<file path="src/sv/ppm_frame_decoder_macros.svh">
// ----------------------------------------------------------------------------
// PPM frame decoder assertion macros
// Shared concurrent assertion forms for the decoder RTL.
// ----------------------------------------------------------------------------
`ifndef PPM_FRAME_DECODER_MACROS_SVH
`define PPM_FRAME_DECODER_MACROS_SVH

// same-cycle implication, disabled during reset
`define PPMFD_ASSERT_SAME(label, clk, rst_n, ante, cons) \
	label: assert property (@(posedge clk) disable iff (!rst_n) (ante) |-> (cons)) \
		else $error("ppm frame decoder check failed");

// next-cycle implication, disabled during reset
`define PPMFD_ASSERT_NEXT(label, clk, rst_n, ante, cons) \
	label: assert property (@(posedge clk) disable iff (!rst_n) (ante) |=> (cons)) \
		else $error("ppm frame decoder check failed");

`endif

</file>
<file path="src/sv/ppmfd_pkg.sv">
// ----------------------------------------------------------------------------
// PPM frame decoder package
// Widths, status and register codes, and shared types.
// ----------------------------------------------------------------------------
package ppmfd_pkg;

	localparam int CHANNELS_DEF = 8;
	localparam int CHAN_NUM_W   = 4;
	localparam int TIME_W       = 32;
	localparam int VAL_W        = 16;
	localparam int WIN_W        = VAL_W + 1;
	localparam int REG_IDX_W    = 2;

	// result status codes
	localparam logic [1:0] STAT_STORED  = 2'd0;
	localparam logic [1:0] STAT_FRAME   = 2'd1;
	localparam logic [1:0] STAT_DROP    = 2'd2;
	localparam logic [1:0] STAT_OVERRUN = 2'd3;

	// configuration register indexes
	localparam logic [REG_IDX_W-1:0] REG_GAP = 2'd0;
	localparam logic [REG_IDX_W-1:0] REG_MIN = 2'd1;
	localparam logic [REG_IDX_W-1:0] REG_MAX = 2'd2;
	localparam logic [REG_IDX_W-1:0] REG_TOL = 2'd3;

	localparam logic [TIME_W-1:0] GAP_RST = 32'd3000;
	localparam logic [VAL_W-1:0]  MIN_RST = 16'd1000;
	localparam logic [VAL_W-1:0]  MAX_RST = 16'd2000;
	localparam logic [VAL_W-1:0]  TOL_RST = 16'd100;

	typedef struct packed {
		logic [VAL_W-1:0] min_width;
		logic [VAL_W-1:0] max_width;
		logic [VAL_W-1:0] tolerance;
	} win_cfg_t;

	typedef struct packed {
		logic             in_range;
		logic [VAL_W-1:0] held;
	} win_res_t;

endpackage

</file>
<file path="src/sv/ppmfd_in_if.sv">
// ----------------------------------------------------------------------------
// PPM frame decoder input channel
// Valid/ready channel carrying one edge timestamp per item.
// ----------------------------------------------------------------------------
interface ppmfd_in_if;
	logic                             valid;
	logic                             ready;
	logic [ppmfd_pkg::TIME_W-1:0]     capture_time;

	modport source (output valid, output capture_time, input ready);
	modport sink (input valid, input capture_time, output ready);
endinterface

</file>
<file path="src/sv/ppmfd_out_if.sv">
// ----------------------------------------------------------------------------
// PPM frame decoder output channel
// Valid/ready channel carrying one decode result per item.
// ----------------------------------------------------------------------------
interface ppmfd_out_if;
	logic                             valid;
	logic                             ready;
	logic [1:0]                       status;
	logic [ppmfd_pkg::CHAN_NUM_W-1:0] channel_number;
	logic [ppmfd_pkg::VAL_W-1:0]      channel_value;
	logic                             channel_in_range;
	logic                             frame_invalid;
	logic                             last_of_run;

	modport source (output valid, output status, output channel_number,
		output channel_value, output channel_in_range, output frame_invalid,
		output last_of_run, input ready);
	modport sink (input valid, input status, input channel_number,
		input channel_value, input channel_in_range, input frame_invalid,
		input last_of_run, output ready);
endinterface

</file>
<file path="src/sv/ppmfd_window.sv">
// ----------------------------------------------------------------------------
// PPM frame decoder window check
// Shared compare unit: tests one width against the tolerance window and
// gives the saturated value to hold.
// ----------------------------------------------------------------------------
module ppmfd_window (
	input  ppmfd_pkg::win_cfg_t                cfg,
	input  logic [ppmfd_pkg::WIN_W-1:0]        width,
	output ppmfd_pkg::win_res_t                res
);

	logic [ppmfd_pkg::VAL_W-1:0] lo;
	logic [ppmfd_pkg::WIN_W-1:0] hi;

	always_comb begin
		// lower bound saturates at zero, upper bound kept in 17 bits
		lo = (cfg.min_width > cfg.tolerance) ? (cfg.min_width - cfg.tolerance) : '0;
		hi = {1'b0, cfg.max_width} + {1'b0, cfg.tolerance};
		res.in_range = (width >= {1'b0, lo}) && (width <= hi);
		res.held = width[ppmfd_pkg::VAL_W] ? '1 : width[ppmfd_pkg::VAL_W-1:0];
	end

endmodule

</file>
<file path="src/sv/ppm_frame_decoder.sv">
// ----------------------------------------------------------------------------
// PPM frame decoder
// Turns edge timestamps into channel widths and held channel values.
// ----------------------------------------------------------------------------
// Each timestamp is captured in the idle state, and its interval is
// computed and classified in the calc state; a stored width, dropped frame
// or overrun then gives one result from the output register, and the next
// timestamp can be taken while that result waits. A sync gap that closes
// a full frame walks the CHANNELS stored widths through the single
// window-compare unit, one per cycle, then emits one result per cycle
// while the sink is ready, with the input held off throughout.
module ppm_frame_decoder #(
	parameter int CHANNELS = ppmfd_pkg::CHANNELS_DEF
) (
	input  logic                                 clk,
	input  logic                                 arst_n,
	input  logic                                 cfg_we,
	input  logic [ppmfd_pkg::REG_IDX_W-1:0]      cfg_index,
	input  logic [ppmfd_pkg::TIME_W-1:0]         cfg_wdata,
	ppmfd_in_if.sink                             in_ch,
	ppmfd_out_if.source                          out_ch
);

	`include "ppm_frame_decoder_macros.svh"

	localparam int CH_W   = (CHANNELS > 1) ? $clog2(CHANNELS) : 1;
	localparam int SLOT_W = $clog2(CHANNELS + 1);
	localparam logic [CH_W-1:0]   CH_LAST   = CH_W'(CHANNELS - 1);
	localparam logic [SLOT_W-1:0] SLOT_FULL = SLOT_W'(CHANNELS);

	localparam logic [1:0] ST_IDLE  = 2'd0;
	localparam logic [1:0] ST_CALC  = 2'd1;
	localparam logic [1:0] ST_CHECK = 2'd2;
	localparam logic [1:0] ST_EMIT  = 2'd3;

	logic [1:0]                      state_q;
	logic [ppmfd_pkg::TIME_W-1:0]    gap_q;
	ppmfd_pkg::win_cfg_t             win_cfg_q;
	logic [ppmfd_pkg::TIME_W-1:0]    cap_q;
	logic [ppmfd_pkg::TIME_W-1:0]    prev_q;
	logic [SLOT_W-1:0]               slot_q;
	logic [CH_W-1:0]                 ch_q;
	logic [CHANNELS-1:0]             ok_q;
	logic                            inv_q;
	logic [ppmfd_pkg::VAL_W-1:0]     hold_q [CHANNELS];
	logic [ppmfd_pkg::WIN_W-1:0]     store_q [CHANNELS];

	logic                            out_valid_q;
	logic [1:0]                      out_status_q;
	logic [ppmfd_pkg::CHAN_NUM_W-1:0] out_chan_q;
	logic [ppmfd_pkg::VAL_W-1:0]     out_value_q;
	logic                            out_inr_q;
	logic                            out_inv_q;
	logic                            out_last_q;

	logic [ppmfd_pkg::TIME_W-1:0]    width;
	logic [ppmfd_pkg::WIN_W-1:0]     width_clip;
	logic                            is_gap;
	logic                            out_free;
	logic                            out_load;
	ppmfd_pkg::win_res_t             win_res;

	always_comb begin
		width      = cap_q - prev_q;
		width_clip = (|width[ppmfd_pkg::TIME_W-1:ppmfd_pkg::WIN_W]) ? '1
			: width[ppmfd_pkg::WIN_W-1:0];
		is_gap     = (width > gap_q) && (prev_q != '0);
		out_free   = !out_valid_q || out_ch.ready;
		// a new item enters the output register this cycle
		out_load   = out_free && ((state_q == ST_CALC && !(is_gap && slot_q == SLOT_FULL))
			|| state_q == ST_EMIT);
	end

	ppmfd_window u_window (
		.cfg   (win_cfg_q),
		.width (store_q[ch_q]),
		.res   (win_res)
	);

	assign in_ch.ready             = (state_q == ST_IDLE);
	assign out_ch.valid            = out_valid_q;
	assign out_ch.status           = out_status_q;
	assign out_ch.channel_number   = out_chan_q;
	assign out_ch.channel_value    = out_value_q;
	assign out_ch.channel_in_range = out_inr_q;
	assign out_ch.frame_invalid    = out_inv_q;
	assign out_ch.last_of_run      = out_last_q;

	// width store: only the CHANNELS slots read at frame end are kept
	always_ff @(posedge clk) begin
		if (state_q == ST_CALC && out_free && slot_q < SLOT_FULL) begin
			store_q[slot_q[CH_W-1:0]] <= width_clip;
		end
	end

	always_ff @(posedge clk) begin
		if (state_q == ST_IDLE && in_ch.valid) begin
			cap_q <= in_ch.capture_time;
		end
	end

	always_ff @(posedge clk or negedge arst_n) begin
		if (!arst_n) begin
			state_q      <= ST_IDLE;
			gap_q        <= ppmfd_pkg::GAP_RST;
			win_cfg_q    <= '{ppmfd_pkg::MIN_RST, ppmfd_pkg::MAX_RST, ppmfd_pkg::TOL_RST};
			prev_q       <= '0;
			slot_q       <= '0;
			ch_q         <= '0;
			ok_q         <= '0;
			inv_q        <= 1'b0;
			hold_q       <= '{default: '0};
			out_valid_q  <= 1'b0;
			out_status_q <= ppmfd_pkg::STAT_STORED;
			out_chan_q   <= '0;
			out_value_q  <= '0;
			out_inr_q    <= 1'b0;
			out_inv_q    <= 1'b0;
			out_last_q   <= 1'b0;
		end else begin
			if (cfg_we) begin
				unique case (cfg_index)
					ppmfd_pkg::REG_GAP: gap_q <= cfg_wdata;
					ppmfd_pkg::REG_MIN: win_cfg_q.min_width <= cfg_wdata[ppmfd_pkg::VAL_W-1:0];
					ppmfd_pkg::REG_MAX: win_cfg_q.max_width <= cfg_wdata[ppmfd_pkg::VAL_W-1:0];
					ppmfd_pkg::REG_TOL: win_cfg_q.tolerance <= cfg_wdata[ppmfd_pkg::VAL_W-1:0];
					default: ;
				endcase
			end

			if (out_load) begin
				out_valid_q <= 1'b1;
			end else if (out_ch.ready) begin
				out_valid_q <= 1'b0;
			end

			unique case (state_q)
				ST_IDLE: begin
					if (in_ch.valid) begin
						state_q <= ST_CALC;
					end
				end
				ST_CALC: begin
					if (out_free) begin
						prev_q <= cap_q;
						if (is_gap && slot_q == SLOT_FULL) begin
							slot_q  <= '0;
							ch_q    <= '0;
							inv_q   <= 1'b0;
							state_q <= ST_CHECK;
						end else begin
							out_chan_q  <= '0;
							out_value_q <= '0;
							out_inr_q   <= 1'b0;
							out_inv_q   <= 1'b0;
							out_last_q  <= 1'b1;
							state_q     <= ST_IDLE;
							if (is_gap) begin
								slot_q       <= '0;
								out_status_q <= ppmfd_pkg::STAT_DROP;
							end else if (slot_q == SLOT_FULL) begin
								slot_q       <= '0;
								out_status_q <= ppmfd_pkg::STAT_OVERRUN;
							end else begin
								slot_q       <= slot_q + 1'b1;
								out_status_q <= ppmfd_pkg::STAT_STORED;
							end
						end
					end
				end
				ST_CHECK: begin
					ok_q[ch_q] <= win_res.in_range;
					if (win_res.in_range) begin
						hold_q[ch_q] <= win_res.held;
					end else begin
						inv_q <= 1'b1;
					end
					if (ch_q == CH_LAST) begin
						ch_q    <= '0;
						state_q <= ST_EMIT;
					end else begin
						ch_q <= ch_q + 1'b1;
					end
				end
				ST_EMIT: begin
					if (out_free) begin
						out_status_q <= ppmfd_pkg::STAT_FRAME;
						out_chan_q   <= ppmfd_pkg::CHAN_NUM_W'(ch_q);
						out_value_q  <= hold_q[ch_q];
						out_inr_q    <= ok_q[ch_q];
						out_inv_q    <= inv_q;
						out_last_q   <= (ch_q == CH_LAST);
						if (ch_q == CH_LAST) begin
							state_q <= ST_IDLE;
						end else begin
							ch_q <= ch_q + 1'b1;
						end
					end
				end
				default: state_q <= ST_IDLE;
			endcase
		end
	end

	`PPMFD_ASSERT_SAME(a_slot_bound, clk, arst_n, 1'b1, slot_q <= SLOT_FULL)
	`PPMFD_ASSERT_NEXT(a_accept_calc, clk, arst_n,
		in_ch.valid && in_ch.ready, state_q == ST_CALC)
	`PPMFD_ASSERT_SAME(a_frame_last, clk, arst_n,
		out_valid_q && out_status_q == ppmfd_pkg::STAT_FRAME && out_last_q,
		out_chan_q == ppmfd_pkg::CHAN_NUM_W'(CHANNELS - 1))
	`PPMFD_ASSERT_SAME(a_single_res, clk, arst_n,
		out_valid_q && out_status_q != ppmfd_pkg::STAT_FRAME,
		out_last_q && out_chan_q == '0 && !out_inr_q)

endmodule
</file>
<file path="src/flat_wrapper.sv">
// flat-port wrapper written by rule: the top's interface ports become plain ports
module ppm_frame_decoder_flat 
#(
	parameter int CHANNELS = ppmfd_pkg::CHANNELS_DEF
)
  (clk, arst_n, cfg_we, cfg_index, cfg_wdata, in_ch_valid, in_ch_capture_time, in_ch_ready, out_ch_valid, out_ch_status, out_ch_channel_number, out_ch_channel_value, out_ch_channel_in_range, out_ch_frame_invalid, out_ch_last_of_run, out_ch_ready);
  ppmfd_in_if in_ch_i ();
  ppmfd_out_if out_ch_i ();
  input  logic clk;
  input  logic arst_n;
  input  logic cfg_we;
  input  logic [ppmfd_pkg::REG_IDX_W-1:0] cfg_index;
  input  logic [ppmfd_pkg::TIME_W-1:0] cfg_wdata;
  input wire logic [$bits(in_ch_i.valid)-1:0] in_ch_valid;
  input wire logic [$bits(in_ch_i.capture_time)-1:0] in_ch_capture_time;
  output wire logic [$bits(in_ch_i.ready)-1:0] in_ch_ready;
  output wire logic [$bits(out_ch_i.valid)-1:0] out_ch_valid;
  output wire logic [$bits(out_ch_i.status)-1:0] out_ch_status;
  output wire logic [$bits(out_ch_i.channel_number)-1:0] out_ch_channel_number;
  output wire logic [$bits(out_ch_i.channel_value)-1:0] out_ch_channel_value;
  output wire logic [$bits(out_ch_i.channel_in_range)-1:0] out_ch_channel_in_range;
  output wire logic [$bits(out_ch_i.frame_invalid)-1:0] out_ch_frame_invalid;
  output wire logic [$bits(out_ch_i.last_of_run)-1:0] out_ch_last_of_run;
  input wire logic [$bits(out_ch_i.ready)-1:0] out_ch_ready;
  assign in_ch_i.valid = in_ch_valid;
  assign in_ch_i.capture_time = in_ch_capture_time;
  assign in_ch_ready = in_ch_i.ready;
  assign out_ch_valid = out_ch_i.valid;
  assign out_ch_status = out_ch_i.status;
  assign out_ch_channel_number = out_ch_i.channel_number;
  assign out_ch_channel_value = out_ch_i.channel_value;
  assign out_ch_channel_in_range = out_ch_i.channel_in_range;
  assign out_ch_frame_invalid = out_ch_i.frame_invalid;
  assign out_ch_last_of_run = out_ch_i.last_of_run;
  assign out_ch_i.ready = out_ch_ready;
  ppm_frame_decoder #(.CHANNELS(CHANNELS)) u_core (.clk(clk), .arst_n(arst_n), .cfg_we(cfg_we), .cfg_index(cfg_index), .cfg_wdata(cfg_wdata), .in_ch(in_ch_i), .out_ch(out_ch_i));
endmodule
</file>
<file path="config.mk">
export PLATFORM = sky130hd
export DESIGN_NAME = ppm_frame_decoder_flat
export DESIGN_NICKNAME = d
export VERILOG_FILES = /design/src/sv/ppmfd_pkg.sv /design/src/sv/ppmfd_in_if.sv /design/src/sv/ppmfd_out_if.sv /design/src/sv/ppmfd_window.sv /design/src/sv/ppm_frame_decoder.sv /design/src/flat_wrapper.sv
export VERILOG_INCLUDE_DIRS = /design/src /design/src/sv
export SDC_FILE = /design/constraint.sdc
export NUM_CORES = 1
export LEC_CHECK = 0
export ABC_AREA = 1
export BUFFER_PORTS_ARGS = -buffer_cell sky130_fd_sc_hd__buf_2
export CAP_MARGIN = 0
export CORE_MARGIN = 5
export CORE_UTILIZATION = 40
export CTS_CLUSTER_DIAMETER = 120
export CTS_CLUSTER_SIZE = 16
export DETAILED_ROUTE_END_ITERATION = 12
export MAX_ROUTING_LAYER = met4
export PLACE_DENSITY = 0.63
export SKIP_CTS_REPAIR_TIMING = 1
export SLEW_MARGIN = 20
export SYNTH_ARGS = -nofsm -noshare
export SYNTH_HDL_FRONTEND = slang
export SYNTH_HIERARCHICAL = 1
export SYNTH_SLANG_ARGS = --single-unit
</file>
<file path="constraint.sdc">
create_clock -name clk -period 11.2 [get_ports clk]
set_clock_uncertainty 0.15 [all_clocks]
set_input_delay 0.56 -clock clk [delete_from_list [all_inputs] [get_ports clk]]
set_output_delay 0.56 -clock clk [all_outputs]
set_load 0.1 [all_outputs]
</file>
==> flow_summary.json <==
{
  "worstPathMaxFanout": 35,
  "ys_warn_count": 6,
  "final_nets": 2970,
  "ys_ff_latch": 451,
  "drtAntennaViolNets": 0,
  "switchingPower_mw": 2.53,
  "arrival_ps": 5330,
  "grt_max_degree": 180,
  "relSlewSlack": 0.276,
  "power_frac_clock": 0.197,
  "power_density_mw_per_mm2": 225,
  "final_cell_mix": "nand2_1, inv_1, o21ai_0, dfrtp_1, edfxtp_1",
  "p_leak_nw": 11.7,
  "hold_violations": 0,
  "cts_inserted_buffers": 34,
  "start_kind": "flip-flop",
  "core_area_mm2": 0.0588,
  "root_buffer": "clkbuf_16",
  "vdd_drop_max_mv": 0.174,
  "drtIter0Drc": 1532,
  "netlist.area_leader.share": 0.276,
  "dieArea_mm2": 0.0642,
  "slew_viol_final": 0,
  "viasPerCell": 5.20,
  "start_util": 0.403,
  "drt-total-wl_um": 62700,
  "clk_latency_ps": 560,
  "io_pins": 98,
  "synth_area_mm2": 0.0237,
  "synth_nets": 2907,
  "dp_cells": 3496,
  "worstPathRequired_ps": 11500,
  "synth_top_area_cell": "dfrtp_1",
  "max_freq_ghz": 0.199,
  "wl_per_cell_um": 17.6,
  "regArea_mm2": 0.0122,
  "layout_commonest_cell": "nand2_1",
  "avgSynthCellArea_um2": 8.77,
  "synth_cells": 2701,
  "num_rows": 89,
  "die_w_um": 253,
  "antenna_found_initial": 0,
  "period_share": 0.449,
  "synth.distinct_cells": 56,
  "min_path_type": "in2reg",
  "yosysSeqAreaShare": 0.513,
  "grt_overflow": 0,
  "gp_congestion": 0.939,
  "setup_tns_ps": 0,
  "synth_area_leaders": "dfrtp_1, edfxtp_1, nand2_1",
  "htreeDepth": 2,
  "grt_usage": 0.198,
  "p_sw_frac": 0.432,
  "final-setup-viol-count": 0,
  "tritoncts": "yes",
  "clock-sinks": 451,
  "power_frac_comb": 0.458,
  "drive_gt1_frac": 0.107,
  "path_clk_slew_ps": 70,
  "status": "completed",
  "cts_max_path_buffers": 3,
  "period_minus_slack_ps": 5030,
  "nFillCells": 5778,
  "drc_errors": 0,
  "final_cells": 3557,
  "tightest_slew_ps": 1080,
  "critPathCaptureType": "flip-flop",
  "grt_pass1_wl_um": 98000,
  "internal-power_mw": 3.33,
  "drtPass1Iterations": 8,
  "crit_type": "reg2reg",
  "power_frac_seq": 0.345,
  "place.port_buffers": 96,
  "dp_hpwl_um": 45300,
  "drv_cap": 0,
  "via_count": 18500,
  "syn2layout_area_growth_pct": 9.75,
  "dieHeight_um": 253,
  "rsz0062_at_grt": "false",
  "multi_input_area_mm2": 0.00996,
  "num_antenna_cells": 0,
  "grt_pass1_vias": 17700
}
## layout make-up
class	count	share of cell area
Multi-Input combinational cell	1815	0.383
Tap cell	773	0.0372
Clock inverter	5	0.00193
Sequential cell	451	0.467
Inverter	350	0.0507
Timing Repair Buffer	112	0.0245
Clock buffer	51	0.0352
## cell usage after synthesis (all sizes together)
library cell  count
a21o              2
o2bb2ai           1
a31oi             2
conb              1
xor2             25
edfxtp          168
nor4              6
ha              132
a221o             1
a221oi           30
a21oi           101
dfrtp           261
nor3             23
o21ai           289
nor2            134
fa                3
buf              23
o21a              1
dfstp            22
and2              2
clkinv            5
nand3           101
xnor2             7
o21bai            7
a2bb2oi           1
inv             345
or2              23
o31ai             2
a22o             19
a22oi            36
nand2           801
clkbuf           62
nand3b            8
a41oi             2
a21boi            1
nand4            54
## path summary, 6_finish.rpt
| kind | start | endpoint | slack, ps | cells past startpoint |
|---|---|---|---|---|
| worst min-delay path | in_ch_capture_time[15] | u_core/cap_q[15]$_DFFE_PP_ | 30 | 1 |
| min in group asynchronous | arst_n | u_core/hold_q[15]$_DFFE_PN0P_ | 460 | 2 |
| max in group asynchronous | arst_n | u_core/win_cfg_q[13]$_DFFE_PN0P_ | 8960 | 3 |
| worst min register to register | u_core/out_ch.channel_value[3]$_DFFE_PN0P_ | u_core/out_ch.channel_value[3]$_DFFE_PN0P_ | 330 | 2 |
| worst max register to register | u_core/ch_q[0]$_DFFE_PN0P_ | u_core/hold_q[119]$_DFFE_PN0P_ | 6170 | 19 |
| worst max-delay path | u_core/ch_q[0]$_DFFE_PN0P_ | u_core/hold_q[119]$_DFFE_PN0P_ | 6170 | 19 |
## kinds of logic after synthesis
| group | Yosys count | share of synthesized area |
|---|---|---|
| AOI/OAI and AO/OA | 495 | 0.119 |
| xor gates and xnor gates | 32 | 0.0129 |
| adders and majority gates | 135 | 0.0723 |
| buffers and inverters | 435 | 0.0717 |
| DFF | 451 | 0.513 |
| other | 1 | 0.000158 |
| and+or+nand+nor | 1152 | 0.211 |
## per-layer routing
| layer | up-vias | GRT usage | routed length (um) |
|---|---|---|---|
| met4 | 0 | 0.0557 | 1550 |
| met2 | 548 | 0.327 | 30300 |
| met5 | - | - | 0 |
| met1 | 8804 | 0.255 | 26400 |
| li1 | 9055 | - | - |
| met3 | 95 | 0.0321 | 4400 |
## worst max-delay path, stage by stage (launching register included)
cell and delay [ps]:
dfrtp_1 540, inv_1 130, nand3_1 120, clkinv_1 70, buf_4 290, a221oi_1 370, nand4_1 580, ha_1 570
nand2_1 70, nor2_1 130, nand3_1 90, nor2_1 130, nand4_1 100, nand2_1 110, nand2_1 60, inv_1 60
nand2_1 80, inv_2 140, nand2_1 630, o21ai_0 450
## metrics by stage
| step | util | cell area [um^2] | hold slack [ps] | power, mW | setup WS [ps] |
|---|---|---|---|---|---|
| after global routing | 0.442 | 26000 | 3.68 | 6.32 | 5730 |
| after CTS | 0.441 | 25900 | -92.9 | 5.90 | 6250 |
| after floorplan | - | 23700 | 114 | 3.95 | 7530 |
| final | 0.442 | 26000 | 27.7 | 5.86 | 6170 |
| after detailed placement | 0.424 | 25000 | 312 | 4.73 | 6290 |
| after global placement | 0.424 | 25000 | 308 | 4.65 | 6470 |
## sequential cells by signal, indices dropped and copies added, names as in the netlist, 3 cells and up, named ones only
name                          cells
u_core/out_ch.channel_number      3
u_core/ok_q                       8
u_core/hold_q                   128
u_core/out_ch.channel_value      16
u_core/store_q                  136
u_core/prev_q                    32
u_core/cap_q                     32
u_core/slot_q                     4
u_core/win_cfg_q                 48
u_core/gap_q                     32
u_core/ch_q                       3
## power by group through the flow
stage	clock, mW	combinational, mW	sequential, mW
2_1_floorplan	0	1.89	2.06
3_3_place_gp	0	2.60	2.05
3_5_place_dp	0	2.67	2.05
4_1_cts	1.19	2.69	2.02
5_1_grt	1.25	3.03	2.04
6_report	1.15	2.68	2.02
Power figures use the tool's default switching activity.
